==> config.mk <==
export PLATFORM = sky130hd
export DESIGN_NAME = seven_segment_two_wire_display_driver
export DESIGN_NICKNAME = d
export VERILOG_FILES = /design/src/hw/rtl/ssd_pkg.sv /design/src/hw/rtl/ssd_front.sv /design/src/hw/rtl/ssd_cmd_queue.sv /design/src/hw/rtl/ssd_back.sv /design/src/hw/rtl/seven_segment_two_wire_display_driver.sv
export SDC_FILE = /design/constraint.sdc
export NUM_CORES = 1
export LEC_CHECK = 0
export ABC_CLOCK_PERIOD_IN_PS = 9300
export CAP_MARGIN = 20
export CORE_MARGIN = 2
export CORE_UTILIZATION = 50
export CTS_BUF_LIST = sky130_fd_sc_hd__clkbuf_16
export DETAILED_ROUTE_END_ITERATION = 12
export DONT_BUFFER_PORTS = 1
export GPL_TIMING_DRIVEN = 0
export SLEW_MARGIN = 10
export SYNTH_ARGS = -nofsm -noshare
export SYNTH_HDL_FRONTEND = slang
export SYNTH_SLANG_ARGS = --single-unit
==> constraint.sdc <==
create_clock -name i_clk -period 9.3 [get_ports i_clk]
set_input_delay 1.395 -clock i_clk [delete_from_list [all_inputs] [get_ports i_clk]]
set_output_delay 1.395 -clock i_clk [all_outputs]
set_load 0.005 [all_outputs]
==> src/hw/rtl/ssd_pkg.sv <==
// ----------------------------------------------------------------------------
// ssd_pkg: shared types and constants of the seven-segment display driver
// Command format, phase codes, register indexes, bus bytes, segment table.
// ----------------------------------------------------------------------------
package ssd_pkg;

    localparam int NUM_DIGITS = 4;
    localparam int CNT_W      = $clog2(NUM_DIGITS + 1);
    localparam int BIDX_W     = 3;
    localparam int CFG_IDX_W  = 2;
    localparam int CFG_DATA_W = 3;

    localparam logic [CFG_IDX_W-1:0] REG_BRIGHTNESS  = 2'd0;
    localparam logic [CFG_IDX_W-1:0] REG_DISPLAY_ON  = 2'd1;
    localparam logic [CFG_IDX_W-1:0] REG_POINT_DIGIT = 2'd2;

    localparam logic [7:0] CMD_DATA   = 8'h40;
    localparam logic [7:0] CMD_ADDR   = 8'hC0;
    localparam logic [7:0] CMD_CTRL   = 8'h80;
    localparam logic [7:0] SEG_POINT  = 8'h80;
    localparam logic [15:0] RECIP_10  = 16'd52429;
    localparam int          RECIP_SH  = 19;

    typedef enum logic [3:0] {
        PH_IDLE,
        PH_S0,
        PH_S1,
        PH_S2,
        PH_BL,
        PH_BH,
        PH_A0,
        PH_A1,
        PH_A2,
        PH_P0,
        PH_P1,
        PH_P2
    } t_phase;

    typedef struct packed {
        logic                       load;
        logic [NUM_DIGITS-1:0][7:0] segs;
    } t_cmd;

    typedef struct packed {
        logic clk_level;
        logic dio_level;
        logic dio_drive;
        logic busy_res;
        logic done_res;
        logic load_ignored;
    } t_res;

    typedef struct packed {
        logic [2:0] brightness;
        logic       display_on;
        logic [1:0] point_digit;
    } t_cfg;

    function automatic logic [7:0] seg_code(input logic [3:0] digit);
        logic [7:0] code;
        case (digit)
            4'd0:    code = 8'b0011_1111;
            4'd1:    code = 8'b0000_0110;
            4'd2:    code = 8'b0101_1011;
            4'd3:    code = 8'b0100_1111;
            4'd4:    code = 8'b0110_0110;
            4'd5:    code = 8'b0110_1101;
            4'd6:    code = 8'b0111_1101;
            4'd7:    code = 8'b0000_0111;
            4'd8:    code = 8'b0111_1111;
            4'd9:    code = 8'b0110_1111;
            default: code = 8'h00;
        endcase
        return code;
    endfunction

endpackage

==> src/hw/rtl/ssd_front.sv <==
// ----------------------------------------------------------------------------
// ssd_front: request intake and digit split
// Passes ticks straight on; splits a load's magnitude one digit per cycle, the last waiting on a full queue.
// ----------------------------------------------------------------------------
module ssd_front import ssd_pkg::*; (
    input  logic        i_clk,
    input  logic        i_rst_n,
    input  logic        i_push,
    output logic        o_full,
    input  logic        i_mode,
    input  logic [15:0] i_value_x100,
    input  logic        i_q_full,
    output logic        o_q_push,
    output t_cmd        o_q_cmd
);

    logic                       r_busy, n_busy;
    logic [CNT_W-1:0]           r_cnt, n_cnt;
    logic [15:0]                r_work, n_work;
    logic [NUM_DIGITS-1:0][7:0] r_seg, n_seg;

    logic        w_acc;
    logic        w_last;
    logic        w_adv;
    logic [15:0] w_mag;
    logic [31:0] w_prod;
    logic [15:0] w_quot;
    logic [15:0] w_rem;
    logic [7:0]  w_code;

    assign o_full = r_busy | i_q_full;
    assign w_acc  = i_push & ~o_full;
    assign w_mag  = i_value_x100[15] ? (~i_value_x100 + 16'd1) : i_value_x100;
    assign w_prod = {16'd0, r_work} * {16'd0, RECIP_10};
    assign w_quot = 16'(w_prod >> RECIP_SH);
    assign w_rem  = r_work - ((w_quot << 3) + (w_quot << 1));
    assign w_code = seg_code(w_rem[3:0]);
    assign w_last = (int'(r_cnt) == NUM_DIGITS - 1);
    assign w_adv  = r_busy & (~w_last | ~i_q_full);

    always_comb begin
        n_busy = r_busy;
        n_cnt  = r_cnt;
        n_work = r_work;
        n_seg  = r_seg;
        if (w_acc && !i_mode) begin
            n_busy = 1'b1;
            n_cnt  = '0;
            n_work = w_mag;
        end
        if (w_adv) begin
            for (int i = 0; i < NUM_DIGITS; i++) begin
                if (int'(r_cnt) == NUM_DIGITS - 1 - i) begin
                    n_seg[i] = w_code;
                end
            end
            n_work = w_quot;
            n_cnt  = r_cnt + CNT_W'(1);
            if (w_last) begin
                n_busy = 1'b0;
            end
        end
    end

    assign o_q_push     = (w_acc & i_mode) | (w_adv & w_last);
    assign o_q_cmd.load = r_busy;
    assign o_q_cmd.segs = n_seg;

    always_ff @(posedge i_clk) begin
        if (!i_rst_n) begin
            r_busy <= 1'b0;
            r_cnt  <= '0;
        end else begin
            r_busy <= n_busy;
            r_cnt  <= n_cnt;
        end
        r_work <= n_work;
        r_seg  <= n_seg;
    end

endmodule

==> src/hw/rtl/ssd_cmd_queue.sv <==
// ----------------------------------------------------------------------------
// ssd_cmd_queue: two-entry command queue
// Decouples request intake from the pin sequencer.
// ----------------------------------------------------------------------------
module ssd_cmd_queue import ssd_pkg::*; (
    input  logic i_clk,
    input  logic i_rst_n,
    input  logic i_push,
    input  t_cmd i_cmd,
    output logic o_full,
    input  logic i_pop,
    output t_cmd o_cmd,
    output logic o_empty
);

    t_cmd       r_ent [2];
    logic       r_wr;
    logic       r_rd;
    logic [1:0] r_cnt;

    logic w_push;
    logic w_pop;

    assign o_full  = (r_cnt == 2'd2);
    assign o_empty = (r_cnt == 2'd0);
    assign w_push  = i_push & ~o_full;
    assign w_pop   = i_pop & ~o_empty;
    assign o_cmd   = r_ent[r_rd];

    always_ff @(posedge i_clk) begin
        if (!i_rst_n) begin
            r_wr  <= 1'b0;
            r_rd  <= 1'b0;
            r_cnt <= 2'd0;
        end else begin
            if (w_push) begin
                r_wr <= ~r_wr;
            end
            if (w_pop) begin
                r_rd <= ~r_rd;
            end
            r_cnt <= r_cnt + {1'b0, w_push} - {1'b0, w_pop};
        end
        if (w_push) begin
            r_ent[r_wr] <= i_cmd;
        end
    end

endmodule

==> src/hw/rtl/ssd_back.sv <==
// ----------------------------------------------------------------------------
// ssd_back: pin sequencer and result queue
// Runs the three bus transactions one pin phase per tick; queues results.
// ----------------------------------------------------------------------------
module ssd_back import ssd_pkg::*; (
    input  logic i_clk,
    input  logic i_rst_n,
    input  t_cfg i_cfg,
    input  t_cmd i_cmd,
    input  logic i_cmd_empty,
    output logic o_cmd_pop,
    input  logic i_pop,
    output logic o_empty,
    output t_res o_res
);

    t_phase                     r_phase, n_phase;
    logic [NUM_DIGITS-1:0][7:0] r_seg, n_seg;
    logic [7:0]                 r_shift, n_shift;
    logic [BIDX_W-1:0]          r_bidx, n_bidx;
    logic [2:0]                 r_bit, n_bit;
    logic [1:0]                 r_txn, n_txn;
    logic                       r_active, n_active;
    logic                       r_clk, n_clk;
    logic                       r_dio, n_dio;
    logic                       r_drv, n_drv;

    t_res       r_res_q [2];
    logic       r_wr;
    logic       r_rd;
    logic [1:0] r_cnt;

    logic              w_step;
    logic              w_res_full;
    logic              w_res_pop;
    logic              w_done;
    logic              w_ignored;
    logic [BIDX_W-1:0] w_bidx_sel;
    logic [BIDX_W-1:0] w_txn_len;
    logic [7:0]        w_byte;
    t_res              w_res;

    assign w_res_full = (r_cnt == 2'd2);
    assign o_empty    = (r_cnt == 2'd0);
    assign w_res_pop  = i_pop & ~o_empty;
    assign w_step     = ~i_cmd_empty & ~w_res_full;
    assign o_cmd_pop  = w_step;
    assign o_res      = r_res_q[r_rd];

    assign w_bidx_sel = (r_phase == PH_A2) ? (r_bidx + BIDX_W'(1)) : r_bidx;
    assign w_txn_len  = (r_txn == 2'd1) ? BIDX_W'(NUM_DIGITS + 1) : BIDX_W'(1);

    always_comb begin
        w_byte = 8'h00;
        if (r_txn == 2'd0) begin
            w_byte = CMD_DATA;
        end else if (r_txn == 2'd2) begin
            w_byte = CMD_CTRL | {4'd0, i_cfg.display_on, i_cfg.brightness};
        end else if (w_bidx_sel == '0) begin
            w_byte = CMD_ADDR;
        end else begin
            for (int i = 0; i < NUM_DIGITS; i++) begin
                if (int'(w_bidx_sel) == i + 1) begin
                    w_byte = r_seg[i];
                end
            end
        end
    end

    always_comb begin
        n_phase   = r_phase;
        n_seg     = r_seg;
        n_shift   = r_shift;
        n_bidx    = r_bidx;
        n_bit     = r_bit;
        n_txn     = r_txn;
        n_active  = r_active;
        n_clk     = r_clk;
        n_dio     = r_dio;
        n_drv     = r_drv;
        w_done    = 1'b0;
        w_ignored = 1'b0;
        if (w_step) begin
            if (i_cmd.load) begin
                if (r_active) begin
                    w_ignored = 1'b1;
                end else begin
                    n_seg = i_cmd.segs;
                    for (int i = 0; i < NUM_DIGITS; i++) begin
                        if (int'(i_cfg.point_digit) == i) begin
                            n_seg[i] = i_cmd.segs[i] | SEG_POINT;
                        end
                    end
                    n_active = 1'b1;
                    n_txn    = 2'd0;
                    n_bidx   = '0;
                    n_bit    = 3'd0;
                    n_phase  = PH_S0;
                end
            end else if (r_active) begin
                case (r_phase)
                    PH_S0: begin
                        n_clk   = 1'b1;
                        n_dio   = 1'b1;
                        n_drv   = 1'b1;
                        n_phase = PH_S1;
                    end
                    PH_S1: begin
                        n_dio   = 1'b0;
                        n_phase = PH_S2;
                    end
                    PH_S2: begin
                        n_clk   = 1'b0;
                        n_shift = w_byte;
                        n_bit   = 3'd0;
                        n_phase = PH_BL;
                    end
                    PH_BL: begin
                        n_clk   = 1'b0;
                        n_dio   = r_shift[0];
                        n_phase = PH_BH;
                    end
                    PH_BH: begin
                        n_clk   = 1'b1;
                        n_shift = r_shift >> 1;
                        if (r_bit == 3'd7) begin
                            n_phase = PH_A0;
                        end else begin
                            n_bit   = r_bit + 3'd1;
                            n_phase = PH_BL;
                        end
                    end
                    PH_A0: begin
                        n_clk   = 1'b0;
                        n_drv   = 1'b0;
                        n_phase = PH_A1;
                    end
                    PH_A1: begin
                        n_clk   = 1'b1;
                        n_phase = PH_A2;
                    end
                    PH_A2: begin
                        n_clk  = 1'b0;
                        n_drv  = 1'b1;
                        n_bidx = w_bidx_sel;
                        if (w_bidx_sel < w_txn_len) begin
                            n_shift = w_byte;
                            n_bit   = 3'd0;
                            n_phase = PH_BL;
                        end else begin
                            n_phase = PH_P0;
                        end
                    end
                    PH_P0: begin
                        n_clk   = 1'b0;
                        n_dio   = 1'b0;
                        n_phase = PH_P1;
                    end
                    PH_P1: begin
                        n_clk   = 1'b1;
                        n_phase = PH_P2;
                    end
                    PH_P2: begin
                        n_dio  = 1'b1;
                        n_bidx = '0;
                        if (r_txn == 2'd2) begin
                            n_txn    = 2'd0;
                            n_active = 1'b0;
                            n_phase  = PH_IDLE;
                            w_done   = 1'b1;
                        end else begin
                            n_txn   = r_txn + 2'd1;
                            n_phase = PH_S0;
                        end
                    end
                    default: begin
                        n_active = 1'b0;
                        n_phase  = PH_IDLE;
                    end
                endcase
            end
        end
    end

    assign w_res.clk_level    = n_clk;
    assign w_res.dio_level    = n_dio;
    assign w_res.dio_drive    = n_drv;
    assign w_res.busy_res     = n_active;
    assign w_res.done_res     = w_done;
    assign w_res.load_ignored = w_ignored;

    always_ff @(posedge i_clk) begin
        if (!i_rst_n) begin
            r_phase  <= PH_IDLE;
            r_seg    <= '0;
            r_shift  <= 8'h00;
            r_bidx   <= '0;
            r_bit    <= 3'd0;
            r_txn    <= 2'd0;
            r_active <= 1'b0;
            r_clk    <= 1'b1;
            r_dio    <= 1'b1;
            r_drv    <= 1'b1;
            r_wr     <= 1'b0;
            r_rd     <= 1'b0;
            r_cnt    <= 2'd0;
        end else begin
            r_phase  <= n_phase;
            r_seg    <= n_seg;
            r_shift  <= n_shift;
            r_bidx   <= n_bidx;
            r_bit    <= n_bit;
            r_txn    <= n_txn;
            r_active <= n_active;
            r_clk    <= n_clk;
            r_dio    <= n_dio;
            r_drv    <= n_drv;
            if (w_step) begin
                r_wr <= ~r_wr;
            end
            if (w_res_pop) begin
                r_rd <= ~r_rd;
            end
            r_cnt <= r_cnt + {1'b0, w_step} - {1'b0, w_res_pop};
        end
        if (w_step) begin
            r_res_q[r_wr] <= w_res;
        end
    end

endmodule

==> src/hw/rtl/seven_segment_two_wire_display_driver.sv <==
// ----------------------------------------------------------------------------
// seven_segment_two_wire_display_driver: two-wire seven-segment LED driver
// Loads a value scaled by 100 into four digit codes and clocks them out.
//
// Requests enter through push/full: mode 0 loads i_value_x100, mode 1 is a
// tick that advances the two-wire bus by one pin phase. Every request gives
// exactly one result, read through empty/pop: pin levels, busy, done and a
// flag for a load dropped because an update was still running.
// A tick is written into the command queue when it is taken; the sequencer
// pops it and writes its result into the result queue once that queue has
// room. Ticks stream at one per cycle while neither queue is full. A load
// holds the intake while the digit splitter produces one decimal digit per
// cycle, the last waiting while the command queue is full.
// Configuration (brightness, display_on, point_digit) is written on the
// i_cfg_* port; an unknown index is ignored.
// Reset clears both queues, parks the sequencer idle with clock and data
// high and driven, and restores the register defaults. When the reader
// stops popping, two results and two requests buffer before full rises.
// ----------------------------------------------------------------------------
module seven_segment_two_wire_display_driver import ssd_pkg::*; (
    input  logic                  i_clk,
    input  logic                  i_rst_n,
    input  logic                  push,
    output logic                  full,
    input  logic                  i_mode,
    input  logic signed [15:0]    i_value_x100,
    input  logic                  i_cfg_we,
    input  logic [CFG_IDX_W-1:0]  i_cfg_idx,
    input  logic [CFG_DATA_W-1:0] i_cfg_data,
    output logic                  empty,
    input  logic                  pop,
    output logic                  o_clk_level,
    output logic                  o_dio_level,
    output logic                  o_dio_drive,
    output logic                  o_busy_res,
    output logic                  o_done_res,
    output logic                  o_load_ignored
);

    t_cfg r_cfg;
    logic w_q_full;
    logic w_q_push;
    t_cmd w_q_cmd_in;
    t_cmd w_q_cmd_out;
    logic w_q_empty;
    logic w_q_pop;
    t_res w_res;

    always_ff @(posedge i_clk) begin
        if (!i_rst_n) begin
            r_cfg.brightness  <= 3'd7;
            r_cfg.display_on  <= 1'b1;
            r_cfg.point_digit <= 2'd1;
        end else if (i_cfg_we) begin
            case (i_cfg_idx)
                REG_BRIGHTNESS:  r_cfg.brightness  <= i_cfg_data;
                REG_DISPLAY_ON:  r_cfg.display_on  <= i_cfg_data[0];
                REG_POINT_DIGIT: r_cfg.point_digit <= i_cfg_data[1:0];
                default: begin
                end
            endcase
        end
    end

    ssd_front u_front (
        .i_clk        (i_clk),
        .i_rst_n      (i_rst_n),
        .i_push       (push),
        .o_full       (full),
        .i_mode       (i_mode),
        .i_value_x100 (i_value_x100),
        .i_q_full     (w_q_full),
        .o_q_push     (w_q_push),
        .o_q_cmd      (w_q_cmd_in)
    );

    ssd_cmd_queue u_queue (
        .i_clk   (i_clk),
        .i_rst_n (i_rst_n),
        .i_push  (w_q_push),
        .i_cmd   (w_q_cmd_in),
        .o_full  (w_q_full),
        .i_pop   (w_q_pop),
        .o_cmd   (w_q_cmd_out),
        .o_empty (w_q_empty)
    );

    ssd_back u_back (
        .i_clk       (i_clk),
        .i_rst_n     (i_rst_n),
        .i_cfg       (r_cfg),
        .i_cmd       (w_q_cmd_out),
        .i_cmd_empty (w_q_empty),
        .o_cmd_pop   (w_q_pop),
        .i_pop       (pop),
        .o_empty     (empty),
        .o_res       (w_res)
    );

    assign o_clk_level    = w_res.clk_level;
    assign o_dio_level    = w_res.dio_level;
    assign o_dio_drive    = w_res.dio_drive;
    assign o_busy_res     = w_res.busy_res;
    assign o_done_res     = w_res.done_res;
    assign o_load_ignored = w_res.load_ignored;

endmodule

==> results of run 1 <==
[worst max-delay path, cell delays in order (launching register included)]
cell,delay (ps)
edfxtp_1,600
inv_1,90
ha_1,400
inv_1,170
ha_1,310
inv_1,50
fa_1,530
inv_1,50
fa_1,530
inv_1,50
fa_1,520
inv_1,40
ha_1,320
and3_1,160
a221o_1,330
a221oi_1,340
o21ai_0,210
a311oi_1,410
xnor2_1,260
ha_1,340
and2_1,210
o311ai_0,660
o2111ai_2,370
a21o_4,320
buf_6,150
a31oi_1,270
[synth_stat cells, types with 7 or more instances]
| library cell | n | area [µm²] |
|---|---|---|
| inv_1 | 172 | 646 |
| edfxtp_1 | 91 | 2730 |
| nand2b_1 | 15 | 93.8 |
| fa_1 | 80 | 1600 |
| xor2_1 | 12 | 105 |
| o22ai_1 | 7 | 43.8 |
| a211oi_1 | 37 | 278 |
| or3_1 | 8 | 50.1 |
| mux2i_1 | 44 | 440 |
| nor2_1 | 127 | 477 |
| nor3_1 | 18 | 90.1 |
| nand4_1 | 9 | 56.3 |
| xnor2_1 | 28 | 245 |
| a21oi_1 | 64 | 320 |
| nand3_1 | 16 | 80.1 |
| nor2b_1 | 9 | 56.3 |
| and3_1 | 12 | 75.1 |
| dfxtp_1 | 111 | 2220 |
| mux2_2 | 8 | 90.1 |
| a31oi_1 | 21 | 131 |
| nand2_1 | 73 | 274 |
| ha_1 | 156 | 1950 |
| and2_1 | 13 | 81.3 |
| clkbuf_1 | 44 | 165 |
| o21ai_0 | 41 | 205 |
[placed cells by master, fill, tap and decap left out, types with 4 or more instances in the layout]
cell	count
o221ai_1	6
nor3_1	18
a211oi_1	37
nand2b_1	15
dfxtp_1	111
clkbuf_16	23
and2_1	12
o211ai_1	5
a31oi_1	21
a21o_1	6
nand3b_1	5
nand3_1	16
nor2_1	127
o22ai_1	7
inv_1	178
o21ai_0	41
xor2_1	12
mux2_2	8
ha_1	156
and3_1	12
o21ai_1	6
a311oi_1	6
clkinv_2	6
nand4_1	9
o21bai_1	4
clkbuf_1	44
a31oi_2	4
xnor2_1	28
a21oi_1	63
nand2_1	73
fa_1	80
a221o_1	4
o21a_1	5
edfxtp_1	91
mux2i_1	44
or3_1	8
nor2b_1	9
o31ai_1	5
[cells by family (layout without fill, tap and decap cells)]
kind of cell	Yosys count	count (layout)	synth area share, %
and+or+nand+nor	327	327	11.5
AOI/OAI and AO/OA	252	252	12.7
adders and majority gates	236	236	26.2
buffers and inverters	227	272	6.49
DFF	202	202	36.6
muxes	52	52	3.92
xor gates and xnor gates	40	40	2.59
[stage by stage]
| step | util, % | hold slack (ps) | instance area, µm² | setup WS, ps |
|---|---|---|---|---|
| after floorplan | - | 432 | 13500 | 2530 |
| after global placement | 52.1 | 442 | 14000 | 1640 |
| after detailed placement | 52.3 | 451 | 14000 | 1600 |
| after CTS | 54.8 | 462 | 14700 | 1560 |
| after global routing | 54.9 | 488 | 14700 | 1010 |
| final | 54.9 | 460 | 14700 | 1380 |
[cell type report]
class	instances	share of cell area, %
flip-flops and latches	202	33.7
well taps	341	2.90
multi-input cells	907	52.5
clock buffers	23	3.91
repair buffers	3	0.306
plain buffers	53	1.53
inverters	174	4.44
clock inverters	19	0.689
[routing by layer]
metal | up-vias | GRT usage [%] | wire (µm)
met5 | - | 0 | 0
met1 | 4578 | 33.7 | 15300
met2 | 218 | 33.6 | 12900
met4 | 0 | 4.27 | 525
met3 | 31 | 3.76 | 1680
li1 | 4719 | - | -
[flip-flops by register name, indices dropped and copies added, names as in the netlist, 2 cells and up, named ones only]
name	count
u_queue.r_cnt	2
u_back.r_shift	8
u_back.r_bidx	3
u_front.r_cnt	3
u_back.r_phase	4
u_front.r_work	16
u_back.r_txn	2
u_back.r_res_q	12
u_back.r_cnt	2
u_back.r_bit	3
u_front.r_seg	32
u_back.r_seg	32
r_cfg	6
u_queue.r_ent	66
[path summary, 6_finish.rpt]
path	from	endpoint	slack (ps)
worst max-delay path	u_front.r_work[0]$_DFFE_PP_	u_queue.r_ent[0][8]$_DFFE_PP_	1380
worst min-delay path	u_back.r_shift[6]$_SDFFE_PN0P_	u_back.r_shift[6]$_SDFFE_PN0P_	460
worst max register to register	u_front.r_work[0]$_DFFE_PP_	u_queue.r_ent[0][8]$_DFFE_PP_	1380
worst min register to register	u_back.r_shift[6]$_SDFFE_PN0P_	u_back.r_shift[6]$_SDFFE_PN0P_	460
==> impl_metrics.ini, run 1 <==
[synth]
async_flop_share_pct = 0
ys_types = 77
synth_edf_count = 91
syn_inst = 1336
synth_area_um2 = 13500
yosysWarnings = 0
synth_seq_area_share_pct = 36.6
synth_area_per_cell_um2 = 10.1
synth_fp_nets = 1599
synth_top_flop_cell = dfxtp_1
ys_ff_latch = 202

[die]
initial_utilization_pct = 50.5
rows = 60
dieArea_um2 = 28400
core_area_um2 = 26800
io_pins = 35
dieHeight_um = 169
die_x_um = 169

[clocking]
cts.sinks = 202
cts_buffers = 23
cts_setup_buffers = 0
h-tree-depth = 1
cts_root_buffer = clkbuf_16
path_clk_slew_ps = 60
hold_buffers = 0
clock_latency_ps = 510
cts-resized-gates = 0
cts_tree = built
clock_path_buffers = 3

[layout]
seq_area_um2 = 4950
drive_above_1_share_pct = 5.36
areaGrowthSynthToFinish_pct = 8.58
antenna_cells = 0
fill_cells = 2422
multi_input_area_um2 = 7720
fin_nets = 1627
fin_cells = 1722

[timing]
min_period_ps = 7920
skew_ps = 20.3
grt_setup_unrepaired = no
fin_setup_tns_ps = 0
hold_violations = 0
timing.fmax_mhz = 126
finalSetupViolCount = 0
drv_slew = 0
fin_crit_sh_pct = 85.1
slew_headroom_pct = 33.0
max_slew.worst_pin.slew_ps = 998

[drt]
wl_um = 30400
ant_nets = 0
remaining_drc_errors = 0
wl_per_cell_um = 17.7
viasPerCell = 5.54
dr.pass1.iters = 6
vias = 9546
first_iter_violations = 758

[global_routing]
grt_max_degree = 32
antenna_found_initial = 0
grtUsageTotal_pct = 22.2
grt_pass1_vias = 9493
grt_pass1_wl_um = 50000
grt_overflow = 0

[min_path]
whs_path_depth = 2
worstHoldPathType = reg2reg

[setup_path]
crit_arrival_ps = 8210
end_kind = register
cp_data_required_time_ps = 9590
start_kind = register
crit_path_max_fanout = 10
worst_r2r_path_depth = 25
crit_type = reg2reg

[place]
place_congestion = 0.979
hpwl_um = 24100
dp.cells = 1679
io_buffers = 0

[outcome]
status = finished, final reports clean

[run]
cap_violations = 0
Power of run 1 is not shown: default switching activity piles up to over one toggle a cycle in this logic, so the estimate is an artifact.
==> run 2: changes to the inputs <==
==> constraint.sdc (replaced) <==
create_clock -name i_clk -period 9.3 [get_ports i_clk]
set_input_delay 1.395 -clock i_clk [delete_from_list [all_inputs] [get_ports i_clk]]
set_output_delay 1.395 -clock i_clk [all_outputs]
set_load 0.1 [all_outputs]
==> run 2 against run 1 <==
  * Critical path depth unchanged
  * Highest routed layer unchanged
  * Largest cell class unchanged
  * Maximum frequency up 0.60%
  * Via count down 0.28%
==> impl_metrics.ini, run 2 (synthesized netlist as in run 1, its figures left out) <==
[timing]
hold_violations = 0
slew_headroom_pct = 40.0
finalSetupViolCount = 0
max_slew.worst_pin.slew_ps = 893
skew_ps = 11.0
grt_setup_unrepaired = no
timing.fmax_mhz = 127
drv_slew = 0
fin_setup_tns_ps = 0
fin_crit_sh_pct = 84.6
min_period_ps = 7870

[die]
dieHeight_um = 169
dieArea_um2 = 28400
initial_utilization_pct = 50.5
core_area_um2 = 26800
rows = 60
io_pins = 35
die_x_um = 169

[place]
io_buffers = 0
place_congestion = 0.979
hpwl_um = 24100

[clocking]
h-tree-depth = 1
cts-resized-gates = 0
cts_tree = built
path_clk_slew_ps = 60
cts_root_buffer = clkbuf_16
cts_setup_buffers = 0
hold_buffers = 0
cts_buffers = 23
clock_path_buffers = 3
cts.sinks = 202
clock_latency_ps = 510

[layout]
drive_above_1_share_pct = 5.35
areaGrowthSynthToFinish_pct = 9.32
final_cell_mix = 181 x inv_1, 156 x ha_1, 126 x nor2_1
largest_reg_flops = 66
antenna_cells = 0
layout.cells.most_common = inv_1
utilization_pct = 55.2
largestRegisters = u_queue.r_ent x66, u_back.r_seg x32, u_front.r_seg x32
largest-register = u_queue.r_ent
fin_nets = 1629

[setup_path]
start_kind = register
crit_end = u_queue.r_ent[0][1]$_DFFE_PP_
r2r-start = u_front.r_work[0]$_DFFE_PP_
cp_slowest_cell = o311ai_0
timing.rr.end = u_queue.r_ent[0][1]$_DFFE_PP_
crit_type = reg2reg
regToRegSetupSlack_ps = 1430
cp.depth = 25
end_kind = register
worst_r2r_path_depth = 25
startpoint = u_front.r_work[0]$_DFFE_PP_
cp_data_required_time_ps = 9600
max_stage_delay_ps = 660
cp_common_cell = inv_1
cp_num_buf_inv = 7
crit_arrival_ps = 8170
crit_family = adder cells
crit_path_max_fanout = 10

[drt]
vias = 9519
remaining_drc_errors = 0
first_iter_violations = 569
dr.pass1.iters = 6
top_layer = met4
ant_nets = 0
wl_um = 30700
met1_length_um = 15400
viasPerCell = 5.52
met3WireLength_um = 1560
wl_per_cell_um = 17.8
wl_met2_um = 13300

[global_routing]
grt_pass1_wl_um = 50600
grt_overflow = 0
antenna_found_initial = 0
grt_pass1_vias = 9435
grtUsageTotal_pct = 22.5
grt_max_degree = 32

[run]
cap_violations = 0

[min_path]
worstHoldPathType = reg2reg

[outcome]
status = finished, final reports clean
[run 2: changes by cell type in the layout (fill, tap and decap cells not counted), sizes merged]
cell      change
clkinv        -7
inv           +3
buf           +2
bufinv        +2
clkbuf        +1
clkinvlp      +1
[run 2: final cells by class]
| class | instances | area [µm²] |
|---|---|---|
| plain buffers | 53 | 225 |
| clock buffers | 24 | 601 |
| clock inverters | 18 | 144 |
| fillers | 2437 | 12000 |
| inverters | 174 | 653 |
| multi-input cells | 907 | 7720 |
| flip-flops and latches | 202 | 4950 |
| well taps | 341 | 427 |
| repair buffers | 5 | 76.3 |
[run 2: worst min path at each step]
stage / cells after the start / end / startpoint
final: 2 / u_back.r_shift[7]$_SDFFE_PN0P_ / u_back.r_shift[7]$_SDFFE_PN0P_
after global routing: 2 / u_back.r_shift[6]$_SDFFE_PN0P_ / u_back.r_shift[6]$_SDFFE_PN0P_
after CTS: 2 / u_back.r_shift[6]$_SDFFE_PN0P_ / u_back.r_shift[6]$_SDFFE_PN0P_
after detailed placement: 2 / u_back.r_shift[6]$_SDFFE_PN0P_ / u_back.r_shift[6]$_SDFFE_PN0P_
after global placement: 2 / u_back.r_shift[6]$_SDFFE_PN0P_ / u_back.r_shift[6]$_SDFFE_PN0P_
after floorplan: 2 / u_back.r_shift[6]$_SDFFE_PN0P_ / u_back.r_shift[6]$_SDFFE_PN0P_
[run 2: worst reg2reg max path, cell delays in order (launching register included)]
cell and delay, ps:
edfxtp_1 600, inv_1 90, ha_1 390, inv_1 160, ha_1 310, inv_1 50
fa_1 530, inv_1 60, fa_1 530, inv_1 50, fa_1 530, inv_1 40
ha_1 320, and3_1 160, a221o_1 330, a221oi_1 360, o21ai_0 200, a311oi_1 380
xnor2_1 270, ha_1 350, and2_1 210, o311ai_0 670, a311o_4 380, buf_6 170
nand3_1 210, a31oi_1 340
[run 2: per-stage QoR]
step	hold slack [ps]	instance area [µm²]	setup slack [ps]	cells
floorplan	432	13500	2530	1336
global placement	442	14000	1640	1677
detailed placement	449	14100	1610	1681
CTS	458	14800	1550	1723
global route	475	14800	1120	1724
finish	462	14800	1430	1724
[run 2: per-layer routing]
metal,vias up,GRT usage [%]
met4,0,3.75
met3,29,3.51
met5,-,0
met2,189,34.5
li1,4708,-
met1,4593,34.1
Power of run 2 is left out for the same reason.
==> run 3: changes to the inputs <==
--- a/config.mk
+++ b/config.mk
@@ -5,7 +5,8 @@
 export SDC_FILE = /design/constraint.sdc
 export NUM_CORES = 1
 export LEC_CHECK = 0
-export ABC_CLOCK_PERIOD_IN_PS = 9300
+export ABC_AREA = 1
+export ABC_CLOCK_PERIOD_IN_PS = 6900
 export CAP_MARGIN = 20
 export CORE_MARGIN = 2
 export CORE_UTILIZATION = 50
@@ -13,6 +14,7 @@
 export DETAILED_ROUTE_END_ITERATION = 12
 export DONT_BUFFER_PORTS = 1
 export GPL_TIMING_DRIVEN = 0
+export PLACE_DENSITY = 0.68
 export SLEW_MARGIN = 10
 export SYNTH_ARGS = -nofsm -noshare
 export SYNTH_HDL_FRONTEND = slang
==> constraint.sdc (replaced) <==
create_clock -name i_clk -period 6.9 [get_ports i_clk]
set_input_delay 1.035 -clock i_clk [delete_from_list [all_inputs] [get_ports i_clk]]
set_output_delay 1.035 -clock i_clk [all_outputs]
set_load 0.1 [all_outputs]
==> run 3 against run 2 <==
  * Non-clock buffer count grew 4
  * Clock skew grew 17 ps
  * Flip-flop and latch count is the same
  * Synthesized area grew 3.4%
  * First-iteration DRC count grew 9.8%
  * Design area grew 5.9%
==> impl_metrics.ini, run 3 <==
[global_routing]
grtUsageTotal_pct = 23.8
grt_overflow = 0
grt_max_degree = 29
grt_pass1_wl_um = 54000
grt_pass1_vias = 10700
antenna_found_initial = 0

[die]
dieHeight_um = 171
io_pins = 35
initial_utilization_pct = 50.6
dieArea_um2 = 29400
core_area_um2 = 27700
die_x_um = 171
rows = 61

[synth]
ys_types = 59
synthTopCellsByArea = edfxtp_1 20%, dfxtp_1 16%, ha_1 14%
synth_area_per_cell_um2 = 8.71
yosysWarnings = 0
synth_edf_count = 91
synth_seq_area_share_pct = 35.4
syn_inst = 1608
yosysTopAreaCellShare_pct = 19.5
yosysMostFrequentCell = inv_1
synth_area_leader_cell = edfxtp_1
async_flop_share_pct = 0
synth_common_cells = 288 x inv_1, 266 x nand2_1, 156 x ha_1, 147 x a21oi_1, 111 x dfxtp_1
synth_top_flop_cell = dfxtp_1
synth_fp_nets = 1871
ys_ff_latch = 202
synth_area_um2 = 14000

[setup_path]
timing.rr.end = u_queue.r_ent[1][3]$_DFFE_PP_
r2r-start = u_front.r_work[0]$_DFFE_PP_
crit_arrival_ps = 7090
start_kind = register
crit_end = u_queue.r_ent[1][3]$_DFFE_PP_
cp_data_required_time_ps = 7260
worst_r2r_path_depth = 32
cp_slowest_cell = fa_1
max_stage_delay_ps = 550
regToRegSetupSlack_ps = 170
cp_common_cell = inv_1
startpoint = u_front.r_work[0]$_DFFE_PP_
crit_type = reg2reg
crit_path_max_fanout = 5
end_kind = register

[drt]
wl_per_cell_um = 16.8
ant_nets = 0
viasPerCell = 5.25
vias = 10800
first_iter_violations = 625
remaining_drc_errors = 0
dr.pass1.iters = 6
wl_um = 34400

[layout]
largestRegisters = u_queue.r_ent x66, u_back.r_seg x32, u_front.r_seg x32
drive_above_1_share_pct = 11.5
largest-register = u_queue.r_ent
final_cell_mix = 287 x inv_1, 263 x nand2_1, 147 x ha_1
final_area_um2 = 15700
fin_nets = 1923
antenna_cells = 0
largest_reg_flops = 66
utilization_pct = 56.6
layout.cells.most_common = inv_1
areaGrowthSynthToFinish_pct = 11.9

[clocking]
cts_root_buffer = clkbuf_16
h-tree-depth = 1
path_clk_slew_ps = 60
cts.sinks = 202
clock_path_buffers = 3
cts_buffers = 22
hold_buffers = 0
clock_latency_ps = 520
cts_tree = built

[timing]
timing.fmax_mhz = 149
final.hold.worst_slack_ps = 436
finalSetupViolCount = 0
skew_ps = 27.8
hold_violations = 0
fin_crit_sh_pct = 97.5
max_slew.worst_pin.slew_ps = 1050
slew_headroom_pct = 29.8
drv_slew = 0
fin_ws_ps = 171
min_period_ps = 6730

[place]
io_buffers = 0
post_dp_cell_area_um2 = 14500
place_ws_ps = -244
hpwl_um = 27100
place_congestion = 0.938

[outcome]
status = finished, final reports clean

[min_path]
worstHoldPathType = reg2reg

[run]
cap_violations = 0
==> run 3: cell types whose count changed after synthesis, sizes merged, moves of 18 or more <==
cell,previous run,this run
a31oi,25,3
a21oi,65,148
nand2,73,284
inv,173,298
xnor2,28,7
o21ai,47,84
or2,3,34
nor2,127,109
mux2i,44,0
nand3,18,85
a211oi,38,3
==> run 3: how the worst min path moves through the flow <==
stage | endpoint | from | cells after the start
floorplan | u_front.r_seg[15]$_DFF_P_ | u_front.r_seg[15]$_DFF_P_ | 2
detailed placement | u_front.r_seg[15]$_DFF_P_ | u_front.r_seg[15]$_DFF_P_ | 2
global placement | u_front.r_seg[15]$_DFF_P_ | u_front.r_seg[15]$_DFF_P_ | 2
finish | u_front.r_seg[31]$_DFF_P_ | u_front.r_seg[31]$_DFF_P_ | 2
global route | u_front.r_seg[31]$_DFF_P_ | u_front.r_seg[31]$_DFF_P_ | 2
CTS | u_front.r_seg[31]$_DFF_P_ | u_front.r_seg[31]$_DFF_P_ | 2
==> run 3: kinds of logic (layout without fill, tap and decap cells) <==
kind of cell | after synthesis | in the layout | synth area share, %
AND/OR/NAND/NOR | 541 | 541 | 17.6
buffers and inverters | 334 | 402 | 9.25
AO/OA/AOI/OAI | 268 | 268 | 10.4
adder cells (fa/ha/maj) | 236 | 236 | 25.4
flip-flops | 202 | 202 | 35.4
XOR/XNOR | 21 | 21 | 1.55
multiplexers | 6 | 6 | 0.482
==> run 3: area by class of cell <==
cell class	instances	area (µm²)
fill	2495	12000
tap	378	473
clock inverter	17	165
inverter	300	1130
buffer	34	163
sequential	202	4960
multi-input combinational	1072	7970
timing repair buffer	28	243
clock buffer	23	576
==> run 3: critical path: cells and delay by family, from the launching register on <==
kind	cells	cell delay (ps)
simple gates	12	1870
buf+inv	11	780
fa+ha+maj	8	3320
flops	1	490
compound gates	1	110
==> run 3: stage by stage <==
stage / std cells / setup TNS [ps]
3_3_place_gp: 1986 / -4370
4_1_cts: 2037 / 0
5_1_grt: 2054 / -1730
2_1_floorplan: 1608 / 0
3_5_place_dp: 1988 / -5230
6_report: 2054 / 0
==> run 3: routing by layer <==
| metal | track usage (%) | vias up | part of all wire, % |
|---|---|---|---|
| li1 | - | 5331 | - |
| met1 | 27.8 | 5101 | 41 |
| met2 | 43.6 | 259 | 51 |
| met3 | 2.78 | 96 | 3.5 |
| met4 | 10.8 | 0 | 4.7 |
| met5 | 0 | - | 0 |
==> run 3: repair_timing <==
action                     in CTS  in global routing
setup buffers                   9                 17
pin swaps                       3                 18
resized for setup               7                 32
setup endpoints to repair      54                 83
Power of run 3 is left out for the same reason.
